`src/wrdr_pkg.sv`:
```
// Shared types and constants for the weighted random draw core.
package wrdr_pkg;

  localparam int TOTAL_BITS      = 22;
  localparam int MODE_BITS       = 2;
  localparam int IDX_BITS        = 6;
  localparam int IN_W_BITS       = 16;
  localparam int IN_U_BITS       = 16;
  localparam int CFG_BITS        = 7;
  localparam int ENTRY_COUNT_RST = 64;
  localparam int S_DATA_BITS     = 40;
  localparam int M_DATA_BITS     = 32;

  // field offsets inside the input tdata word
  localparam int S_IDX_LSB  = 0;
  localparam int S_W_LSB    = S_IDX_LSB + IDX_BITS;
  localparam int S_FLAG_LSB = S_W_LSB + IN_W_BITS;
  localparam int S_U_LSB    = S_FLAG_LSB + 1;

  typedef enum logic [1:0] {
    MODE_LOAD       = 2'd0,
    MODE_SET_ACTIVE = 2'd1,
    MODE_DRAW       = 2'd2,
    MODE_NOP        = 2'd3
  } mode_e;

  typedef enum logic [2:0] {
    ST_CLEAR,
    ST_IDLE,
    ST_SET_WR,
    ST_PREP,
    ST_WALK,
    ST_RESP
  } state_e;

  typedef struct packed {
    logic start;  // clear prefix sum
    logic issue;  // a table read was issued this cycle
    logic flush;  // drop everything in flight
  } scan_ctl_t;

  typedef struct packed {
    logic hit;
    logic busy;
  } scan_sts_t;

endpackage

```
`src/wrdr_ram.sv`:
```
// Entry table: one write port, one registered read port.
module wrdr_ram #(
  parameter int DEPTH = 64,
  parameter int WIDTH = 17
) (
  input  logic                     clk_i,
  input  logic                     we_i,
  input  logic [$clog2(DEPTH)-1:0] waddr_i,
  input  logic [WIDTH-1:0]         wdata_i,
  input  logic [$clog2(DEPTH)-1:0] raddr_i,
  output logic [WIDTH-1:0]         rdata_o
);

  logic [WIDTH-1:0] mem_q [DEPTH];
  logic [WIDTH-1:0] rdata_q;

  always_ff @(posedge clk_i) begin
    if (we_i) begin
      mem_q[waddr_i] <= wdata_i;
    end
  end

  always_ff @(posedge clk_i) begin
    rdata_q <= mem_q[raddr_i];
  end

  assign rdata_o = rdata_q;

endmodule

```
`src/wrdr_scan.sv`:
```
// Prefix-sum and threshold compare pipeline used by the draw walk.
module wrdr_scan #(
  parameter int WB = 16,
  parameter int RB = 16,
  parameter int AW = 6
) (
  input  logic                                clk_i,
  input  logic                                rst_ni,
  input  wrdr_pkg::scan_ctl_t                 ctl_i,
  input  logic [AW-1:0]                       addr_i,
  input  logic [WB:0]                         rdata_i,
  input  logic [wrdr_pkg::TOTAL_BITS+RB-1:0]  lhs_i,
  output wrdr_pkg::scan_sts_t                 sts_o,
  output logic [AW-1:0]                       hit_idx_o,
  output logic [WB-1:0]                       hit_wdec_o
);

  import wrdr_pkg::*;

  localparam int PW   = TOTAL_BITS + 1;
  localparam int SUMW = ((PW > WB) ? PW : WB) + 1;
  localparam int MW   = PW + RB;
  localparam logic [PW-1:0] PMAX = {1'b1, {TOTAL_BITS{1'b0}}};

  logic          v0_q, v1_q, v2_q;
  logic [AW-1:0] i0_q, i1_q, i2_q;
  logic          a1_q, a2_q;
  logic [WB-1:0] w1_q, w2_q;
  logic [PW-1:0] p_q, p_d;
  logic [MW-1:0] pu_q;
  logic [SUMW-1:0] psum;
  logic          hit, kill;

  // stage 1: saturating prefix sum over every entry
  assign psum = SUMW'(p_q) + SUMW'(rdata_i[WB-1:0]);
  assign p_d  = (psum > SUMW'(PMAX)) ? PMAX : psum[PW-1:0];

  // stage 3: total*u < p*UMAX
  assign hit  = v2_q && a2_q && (MW'(lhs_i) < pu_q);
  assign kill = ctl_i.flush || hit;

  always_ff @(posedge clk_i or negedge rst_ni) begin
    if (!rst_ni) begin
      v0_q <= 1'b0;
      v1_q <= 1'b0;
      v2_q <= 1'b0;
      p_q  <= '0;
    end else begin
      v0_q <= ctl_i.issue && !kill;
      v1_q <= v0_q && !kill;
      v2_q <= v1_q && !kill;
      if (ctl_i.start) begin
        p_q <= '0;
      end else if (v0_q && !kill) begin
        p_q <= p_d;
      end
    end
  end

  always_ff @(posedge clk_i) begin
    i0_q <= addr_i;
    i1_q <= i0_q;
    a1_q <= rdata_i[WB];
    w1_q <= rdata_i[WB-1:0];
    i2_q <= i1_q;
    a2_q <= a1_q;
    w2_q <= w1_q;
    // stage 2: p*UMAX as shift minus p
    pu_q <= {p_q, {RB{1'b0}}} - MW'(p_q);
  end

  assign sts_o.hit  = hit;
  assign sts_o.busy = v0_q || v1_q || v2_q;
  assign hit_idx_o  = i2_q;
  assign hit_wdec_o = (w2_q != '0) ? (w2_q - WB'(1)) : '0;

endmodule

```
`src/weighted_random_draw_without_replacement_core.sv`:
```
// Top level: sequencer, registers and stream ports of the weighted draw core.
// Load and no-op words go from idle straight to the result state; set-active passes
// a table write state first. Draw: one table read per cycle walks min(entry_count,
// ENTRIES) entries through a 3-stage prefix/compare pipeline, then drains it; a hit ends the walk early.
// One word at a time: s_axis_tready_o is high only while the sequencer is idle.
// After reset a clear pass over all ENTRIES entries zeroes the table before the first
// word is taken; config writes are taken at any time. Control state resets.
module weighted_random_draw_without_replacement_core #(
  parameter int ENTRIES     = 64,
  parameter int WEIGHT_BITS = 16,
  parameter int RANDOM_BITS = 16
) (
  input  logic                               clk_i,
  input  logic                               rst_ni,
  // config: entry_count
  input  logic                               cfg_valid_i,
  output logic                               cfg_ready_o,
  input  logic [wrdr_pkg::CFG_BITS-1:0]      cfg_data_i,
  // input words
  input  logic                               s_axis_tvalid_i,
  output logic                               s_axis_tready_o,
  // tdata: entry_index[5:0], weight[21:6], active_flag[22], random_value[38:23]
  input  logic [wrdr_pkg::S_DATA_BITS-1:0]   s_axis_tdata_i,
  // tuser: mode[1:0]
  input  logic [wrdr_pkg::MODE_BITS-1:0]     s_axis_tuser_i,
  // result words
  output logic                               m_axis_tvalid_o,
  input  logic                               m_axis_tready_i,
  // tdata: picked_index[5:0], total_left[27:6]
  output logic [wrdr_pkg::M_DATA_BITS-1:0]   m_axis_tdata_o,
  // tuser: picked[0]
  output logic                               m_axis_tuser_o
);

  import wrdr_pkg::*;

  localparam int AW  = $clog2(ENTRIES);
  localparam int CW  = $clog2(ENTRIES + 1);
  localparam int IW  = (AW > IDX_BITS) ? AW : IDX_BITS;
  localparam int TB  = TOTAL_BITS;
  localparam int SW  = ((TB > WEIGHT_BITS) ? TB : WEIGHT_BITS) + 1;
  localparam int LW  = TB + RANDOM_BITS;
  localparam int PAD = M_DATA_BITS - IDX_BITS - TB;
  localparam logic [TB-1:0] TOTAL_MAX = {TB{1'b1}};

  state_e state_q, state_d;

  // control state
  logic [AW-1:0]       clr_q, clr_d;
  logic [CFG_BITS-1:0] ec_q;
  logic [TB-1:0]       total_q, total_d;
  logic [CW-1:0]       iss_q, iss_d;
  logic                m_valid_q, m_valid_d;

  // payload
  logic [CW-1:0]          n_q;
  logic [LW-1:0]          lhs_q;
  logic [AW-1:0]          addr_q;
  logic                   inrange_q;
  logic                   flag_q;
  logic [RANDOM_BITS-1:0] u_q;
  logic                   res_pick_q;
  logic [AW-1:0]          res_idx_q;
  logic                   out_pick_q;
  logic [M_DATA_BITS-1:0] out_data_q;

  // input word fields
  logic                   accept;
  mode_e                  in_mode;
  logic [IDX_BITS-1:0]    in_idx;
  logic [IW-1:0]          in_idx_w;
  logic [AW-1:0]          in_addr;
  logic                   in_range;
  logic [WEIGHT_BITS-1:0] in_w;
  logic [SW-1:0]          ld_sum;
  logic [CW-1:0]          walk_n;

  // table and scan
  logic                   ram_we;
  logic [AW-1:0]          ram_waddr, ram_raddr;
  logic [WEIGHT_BITS:0]   ram_wdata, ram_rdata;
  scan_ctl_t              scan_ctl;
  scan_sts_t              scan_sts;
  logic [AW-1:0]          hit_idx;
  logic [WEIGHT_BITS-1:0] hit_wdec;
  logic                   issue_left, walk_done, out_free;
  logic [IW-1:0]          res_idx_w;

  assign cfg_ready_o     = 1'b1;
  assign s_axis_tready_o = (state_q == ST_IDLE);
  assign accept          = s_axis_tvalid_i && s_axis_tready_o;

  assign in_mode  = mode_e'(s_axis_tuser_i);
  assign in_idx   = s_axis_tdata_i[S_IDX_LSB +: IDX_BITS];
  assign in_idx_w = IW'(in_idx);
  assign in_addr  = in_idx_w[AW-1:0];
  assign in_range = 32'(in_idx) < 32'(ENTRIES);
  assign in_w     = WEIGHT_BITS'(s_axis_tdata_i[S_W_LSB +: IN_W_BITS]);
  assign ld_sum   = SW'(total_q) + SW'(in_w);
  assign walk_n   = (32'(ec_q) > 32'(ENTRIES)) ? CW'(ENTRIES) : CW'(ec_q);

  assign issue_left = iss_q < n_q;
  assign walk_done  = !issue_left && !scan_sts.busy;
  assign out_free   = !m_valid_q || m_axis_tready_i;

  // next state
  always_comb begin
    state_d = state_q;
    unique case (state_q)
      ST_CLEAR: begin
        if (32'(clr_q) == 32'(ENTRIES - 1)) state_d = ST_IDLE;
      end
      ST_IDLE: begin
        if (accept) begin
          unique case (in_mode)
            MODE_SET_ACTIVE: state_d = ST_SET_WR;
            MODE_DRAW:       state_d = ST_PREP;
            default:         state_d = ST_RESP;
          endcase
        end
      end
      ST_SET_WR: state_d = ST_RESP;
      ST_PREP:   state_d = ST_WALK;
      ST_WALK: begin
        if (scan_sts.hit || walk_done) state_d = ST_RESP;
      end
      ST_RESP: begin
        if (out_free) state_d = ST_IDLE;
      end
      default: state_d = ST_IDLE;
    endcase
  end

  // table port, scan control and counters
  always_comb begin
    ram_we    = 1'b0;
    ram_waddr = addr_q;
    ram_wdata = '0;
    ram_raddr = iss_q[AW-1:0];
    scan_ctl  = '{start: 1'b0, issue: 1'b0, flush: 1'b1};
    clr_d     = clr_q;
    iss_d     = iss_q;
    total_d   = total_q;
    m_valid_d = m_valid_q && !m_axis_tready_i;
    unique case (state_q)
      ST_CLEAR: begin
        ram_we    = 1'b1;
        ram_waddr = clr_q;
        clr_d     = clr_q + AW'(1);
      end
      ST_IDLE: begin
        ram_raddr = in_addr;
        if (accept && in_mode == MODE_LOAD && in_range) begin
          ram_we    = 1'b1;
          ram_waddr = in_addr;
          ram_wdata = {1'b1, in_w};
          total_d   = (ld_sum > SW'(TOTAL_MAX)) ? TOTAL_MAX : ld_sum[TB-1:0];
        end
      end
      ST_SET_WR: begin
        ram_we    = inrange_q;
        ram_wdata = {flag_q, ram_rdata[WEIGHT_BITS-1:0]};
      end
      ST_PREP: begin
        scan_ctl.start = 1'b1;
        iss_d          = '0;
      end
      ST_WALK: begin
        scan_ctl.flush = 1'b0;
        scan_ctl.issue = issue_left && !scan_sts.hit;
        if (scan_ctl.issue) iss_d = iss_q + CW'(1);
        if (scan_sts.hit) begin
          // take the picked ticket back out of its entry
          ram_we    = 1'b1;
          ram_waddr = hit_idx;
          ram_wdata = {1'b1, hit_wdec};
        end
        if (scan_sts.hit || walk_done) begin
          total_d = (total_q != '0) ? (total_q - TB'(1)) : '0;
        end
      end
      ST_RESP: begin
        if (out_free) m_valid_d = 1'b1;
      end
      default: ;
    endcase
  end

  always_ff @(posedge clk_i or negedge rst_ni) begin
    if (!rst_ni) begin
      state_q   <= ST_CLEAR;
      clr_q     <= '0;
      ec_q      <= CFG_BITS'(ENTRY_COUNT_RST);
      total_q   <= '0;
      iss_q     <= '0;
      m_valid_q <= 1'b0;
    end else begin
      state_q   <= state_d;
      clr_q     <= clr_d;
      total_q   <= total_d;
      iss_q     <= iss_d;
      m_valid_q <= m_valid_d;
      if (cfg_valid_i && cfg_ready_o) begin
        ec_q <= cfg_data_i;
      end
    end
  end

  assign res_idx_w = IW'(res_idx_q);

  always_ff @(posedge clk_i) begin
    if (accept) begin
      addr_q     <= in_addr;
      inrange_q  <= in_range;
      flag_q     <= s_axis_tdata_i[S_FLAG_LSB];
      u_q        <= RANDOM_BITS'(s_axis_tdata_i[S_U_LSB +: IN_U_BITS]);
      res_pick_q <= 1'b0;
      res_idx_q  <= '0;
    end
    if (state_q == ST_PREP) begin
      lhs_q <= LW'(total_q) * LW'(u_q);
      n_q   <= walk_n;
    end
    if (state_q == ST_WALK && scan_sts.hit) begin
      res_pick_q <= 1'b1;
      res_idx_q  <= hit_idx;
    end
    if (state_q == ST_RESP && out_free) begin
      out_pick_q <= res_pick_q;
      out_data_q <= {{PAD{1'b0}}, total_q, res_idx_w[IDX_BITS-1:0]};
    end
  end

  assign m_axis_tvalid_o = m_valid_q;
  assign m_axis_tdata_o  = out_data_q;
  assign m_axis_tuser_o  = out_pick_q;

  wrdr_ram #(
    .DEPTH (ENTRIES),
    .WIDTH (WEIGHT_BITS + 1)
  ) u_ram (
    .clk_i   (clk_i),
    .we_i    (ram_we),
    .waddr_i (ram_waddr),
    .wdata_i (ram_wdata),
    .raddr_i (ram_raddr),
    .rdata_o (ram_rdata)
  );

  wrdr_scan #(
    .WB (WEIGHT_BITS),
    .RB (RANDOM_BITS),
    .AW (AW)
  ) u_scan (
    .clk_i      (clk_i),
    .rst_ni     (rst_ni),
    .ctl_i      (scan_ctl),
    .addr_i     (ram_raddr),
    .rdata_i    (ram_rdata),
    .lhs_i      (lhs_q),
    .sts_o      (scan_sts),
    .hit_idx_o  (hit_idx),
    .hit_wdec_o (hit_wdec)
  );

`ifndef NO_ASSERTIONS
  a_hit_in_walk: assert property (@(posedge clk_i) disable iff (!rst_ni)
    scan_sts.hit |-> state_q == ST_WALK)
    else $error("scan hit outside walk");

  a_issue_bound: assert property (@(posedge clk_i) disable iff (!rst_ni)
    state_q == ST_WALK |-> iss_q <= n_q)
    else $error("walk issued past entry count");

  a_no_pick_idx: assert property (@(posedge clk_i) disable iff (!rst_ni)
    (m_axis_tvalid_o && !m_axis_tuser_o) |-> m_axis_tdata_o[IDX_BITS-1:0] == '0)
    else $error("index set without pick");

  a_resp_after_walk: assert property (@(posedge clk_i) disable iff (!rst_ni)
    (state_q == ST_WALK && scan_sts.hit) |=> state_q == ST_RESP && res_pick_q)
    else $error("hit not carried to result");
`endif

endmodule

```
`config.mk`:
```
export PLATFORM = sky130hd
export DESIGN_NAME = weighted_random_draw_without_replacement_core
export DESIGN_NICKNAME = d
export VERILOG_FILES = /design/src/wrdr_pkg.sv /design/src/wrdr_ram.sv /design/src/wrdr_scan.sv /design/src/weighted_random_draw_without_replacement_core.sv
export SDC_FILE = /design/constraint.sdc
export NUM_CORES = 2
export LEC_CHECK = 0
export BUFFER_PORTS_ARGS = -buffer_cell sky130_fd_sc_hd__buf_2
export CAP_MARGIN = 10
export CORE_MARGIN = 2
export CORE_UTILIZATION = 50
export CTS_CLUSTER_DIAMETER = 100
export DETAILED_ROUTE_END_ITERATION = 16
export GPL_TIMING_DRIVEN = 1
export PLACE_DENSITY = 0.73
export REMOVE_ABC_BUFFERS = 1
export SETUP_SLACK_MARGIN = 0.3
export SYNTH_ARGS = -nofsm -noshare
export SYNTH_HDL_FRONTEND = slang
export SYNTH_SLANG_ARGS = --single-unit
```
`constraint.sdc`:
```
create_clock -name clk_i -period 14.77 [get_ports clk_i]
set_input_delay 2.954 -clock clk_i [delete_from_list [all_inputs] [get_ports clk_i]]
set_output_delay 2.954 -clock clk_i [all_outputs]
set_load 0.01 [all_outputs]
```
==> metrics <==
most frequent CP cell=fa_1; R2R Setup Slk=7.32 ns; total track usage=between 20 and 30%; Most used DFF post-synth=edfxtp_1; simple-gate area share of the yosys netlist=roughly 17%; worst relative slew slack=a little over a quarter; CP startpoint kind=register; Crit path arrival time=approximately 8.0 ns; initial core utilization=between 50% and 60%; Max Cap Viol=0; XOR/XNOR Fraction of Synth Area=between 1.5 and 2%; CTS tree=yes; Core Rows=between 100 and 150; die width=approximately 370 um; Synthesis Warnings=0; CP bufs+invs=5; measured slew at the worst slew-check pin=approximately 1.1 ns; hold crit path type=reg -> reg; CP max stage cell=edfxtp_1; Cells after Synth=5968; post-synthesis sequential area ratio=just under 60%; most frequent cells in the layout=nand2_1, edfxtp_1, nand3_1, inv_1, fa_1; period utilisation layout=between 50% and 60%; clock-pin slew on the worst setup and hold paths=~0.06 ns; # fillers=around 11000; Setup crit start=u_q[1]$_DFFE_PP_; # DRC=0; Util after Layout=between 50 and 60%; Worst path max stage delay=about 0.95 ns; hold_buf cts=0; Crit. path cell count=22; routed via count=between 40000 and 50000; commonest non-fill, non-tap cell in the layout=nand2_1; Vias per Instance=5.94; synthesis-stage register bit count=roughly 1400; synthesized area=~68000 um^2; Root Driver=clkbuf_16; H-tree Lvls=4; Fin Hold WS=between 0.3 and 0.4 ns; final net count=between 6000 and 7000; post-DP HPWL=108000 um; CP Class=reg -> reg; vias in the first global route=between 40000 and 50000; Setup violations, final=0; Async S/R FF share, synth=roughly 5.2%; worst r2r path cells=22; Unique masters post-synth=87; WP data required=between 15 and 20 ns; final RePlAce weighted congestion=between 0.8 and 0.9; Top delay family on crit path=adder cells; CP Cell Sequence=nand2_1 > fa_1 > inv_1 > fa_1 > inv_1 > fa_1 > inv_1 > fa_1 > fa_1 > inv_1 > fa_1 > inv_1 > ha_1 > and3_1 > a221o_1 > a21o_1 > nand2_1 > nand4_1 > a311oi_1 > o21bai_1 > a21boi_0 > xnor2_1; height of the die=373 um; maximum number of pins on one net before global-route repair=approximately 190; total congestion overflow=0; Post-Place Cell Area=70600 um^2; Core ar.=~140000 um^2; status=completed; WL final=~180000 um; Final min period=7.45 ns; Num CTS Buffers=roughly 140; Final Skew=between 0.06 and 0.07 ns; antenna-violating nets left=0; Worst-Skew Late Latency=0.79 ns; Fin. Hold Viols=0; crit path capture=lhs_q[32]$_DFFE_PP_; multiplexer share of the synthesized area=less than 1%; Fmax=about 130 MHz; Post-Synth Adder-Cell Area=a little under an eighth; initial antenna violation count=7; Die ar.=139000 um^2; share of layout cells above drive strength 1=7.93%; Reg-to-Reg End=lhs_q[32]$_DFFE_PP_; critical register-to-register path startpoint=u_q[1]$_DFFE_PP_; CTS-repair resized insts=0; syn_area_per_cell=approximately 11 um^2; wire per inst=between 20 and 25 um; IO Pins=90; Port Buffers=83; critical path peak fanout=22; final instance area=approximately 75000 um^2; first-pass detailed-route iteration total=9; Synth Area in Compound Gates=under 10%; Critical Path End Type=register; largest family of logic cells by synthesized area=simple AND/OR/NAND/NOR gates; CTS Buffer Depth=3; Post CTS Setup Buffer Count=0; initial DRC count=5531; RSZ-0062 raised after global routing=false; Final Slew Violations=0; first-pass GRT wire length=approximately 270000 um; EDFF count, synth=1191; # clock sinks=~1400; Area Overhead vs Synth=10.3%
==> worst register-to-register path, stage by stage (launching register included) <==
cell      delay (ns)
edfxtp_1        0.95
nand2_1         0.19
fa_1            0.57
inv_1           0.05
fa_1            0.53
inv_1           0.05
fa_1            0.49
inv_1           0.06
fa_1            0.52
fa_1            0.51
inv_1           0.05
fa_1            0.48
inv_1           0.05
ha_1            0.34
and3_1          0.22
a221o_1         0.32
a21o_1          0.21
nand2_1         0.09
nand4_1         0.18
a311oi_1        0.70
o21bai_1        0.26
a21boi_0        0.28
xnor2_1         0.11
==> cell usage after synthesis (14+ instances only) <==
cell      instances  area [um^2]
nand2_1        1388         5210
edfxtp_1       1191        35800
nand3_1         583         2920
inv_1           411         1540
clkbuf_1        291         1090
fa_1            280         5610
ha_1            199         2490
a311oi_1        174         1520
nor2_1          158          593
and2_1          157          982
a21oi_1         139          696
dfxtp_1         109         2180
o21ai_0          99          495
and3_1           87          544
xnor2_1          75          657
dfrtp_1          71         1780
a21o_1           54          405
xor2_1           43          377
a31oi_1          42          263
buf_2            42          210
nor3_1           38          190
a211oi_1         33          248
buf_1            23         86.3
nand4_1          17          106
or3_1            16          100
nand2b_1         15         93.8
o31ai_1          15          113
nor2b_1          14         87.6
nor4_1           14         87.6
==> final cells by class <==
type                       count  area (um^2)  area share [%]
antenna                        3         7.51          0.0100
inverter                     415         1570            2.10
multi-input combinational   3820        25600            34.1
sequential                  1372        39700            53.0
clock inverter                68          628           0.837
clock buffer                 189         3870            5.15
timing repair buffer         215         1420            1.89
tap                         1781         2230            2.97
==> stage by stage <==
step | setup slack (ns) | setup TNS [ns] | instances
after global placement | 6.85 | 0 | 7603
after detailed placement | 6.75 | 0 | 7603
after floorplan | -32.74 | -588.90 | 5607
after CTS | 7.39 | 0 | 7860
final | 7.32 | 0 | 7863
after global routing | 7.09 | 0 | 7861
==> state kept, by name, summed over array words and instances, names as in the netlist, 7 cells and up <==
| signal | count |
|---|---|
| u_ram.mem_q | 1088 |
| u_scan.pu_q | 39 |
| lhs_q | 38 |
| m_axis_tdata_o | 28 |
| u_scan.p_q | 23 |
| total_q | 22 |
| u_ram.rdata_o | 17 |
| u_q | 16 |
| u_scan.w1_q | 16 |
| u_scan.w2_q | 16 |
| ec_q | 7 |
| iss_q | 7 |
| n_q | 7 |
==> worst min-delay path by stage <==
stage / from / endpoint / slack [ns] / depth (start not counted)
4_1_cts: u_scan.i0_q[3]$_DFF_P_ / u_scan.i1_q[3]$_DFF_P_ / 0.32 / 0
3_5_place_dp: u_scan.w1_q[10]$_DFF_P_ / u_scan.w2_q[10]$_DFF_P_ / 0.31 / 0
5_1_grt: u_scan.w1_q[7]$_DFF_P_ / u_scan.w2_q[7]$_DFF_P_ / 0.32 / 0
2_1_floorplan: u_ram.rdata_o[16]$_DFF_P_ / u_scan.a1_q$_DFF_P_ / 0.31 / 0
6_report: u_scan.i0_q[3]$_DFF_P_ / u_scan.i1_q[3]$_DFF_P_ / 0.32 / 0
3_3_place_gp: u_scan.w1_q[13]$_DFF_P_ / u_scan.w2_q[13]$_DFF_P_ / 0.31 / 0
==> layer usage <==
| metal | routed length [um] | up-vias | GRT usage [%] |
|---|---|---|---|
| li1 | - | 20800 | - |
| met1 | 67600 | 23100 | 32.6 |
| met2 | 86400 | 2327 | 41.6 |
| met3 | 15100 | 410 | 4.04 |
| met4 | 7260 | 10 | 11.3 |
| met5 | 49 | - | 0 |
==> logic make-up after synthesis <==
family / count (synthesis)
AO/OA/AOI/OAI: 676
XOR/XNOR: 118
adder cells (fa/ha/maj): 479
buffers and inverters: 779
flip-flops: 1372
multiplexers: 15
other: 2
AND/OR/NAND/NOR: 2527
Power is not shown: default switching activity piles up to over one toggle a cycle in this logic, so the estimate is an artifact.
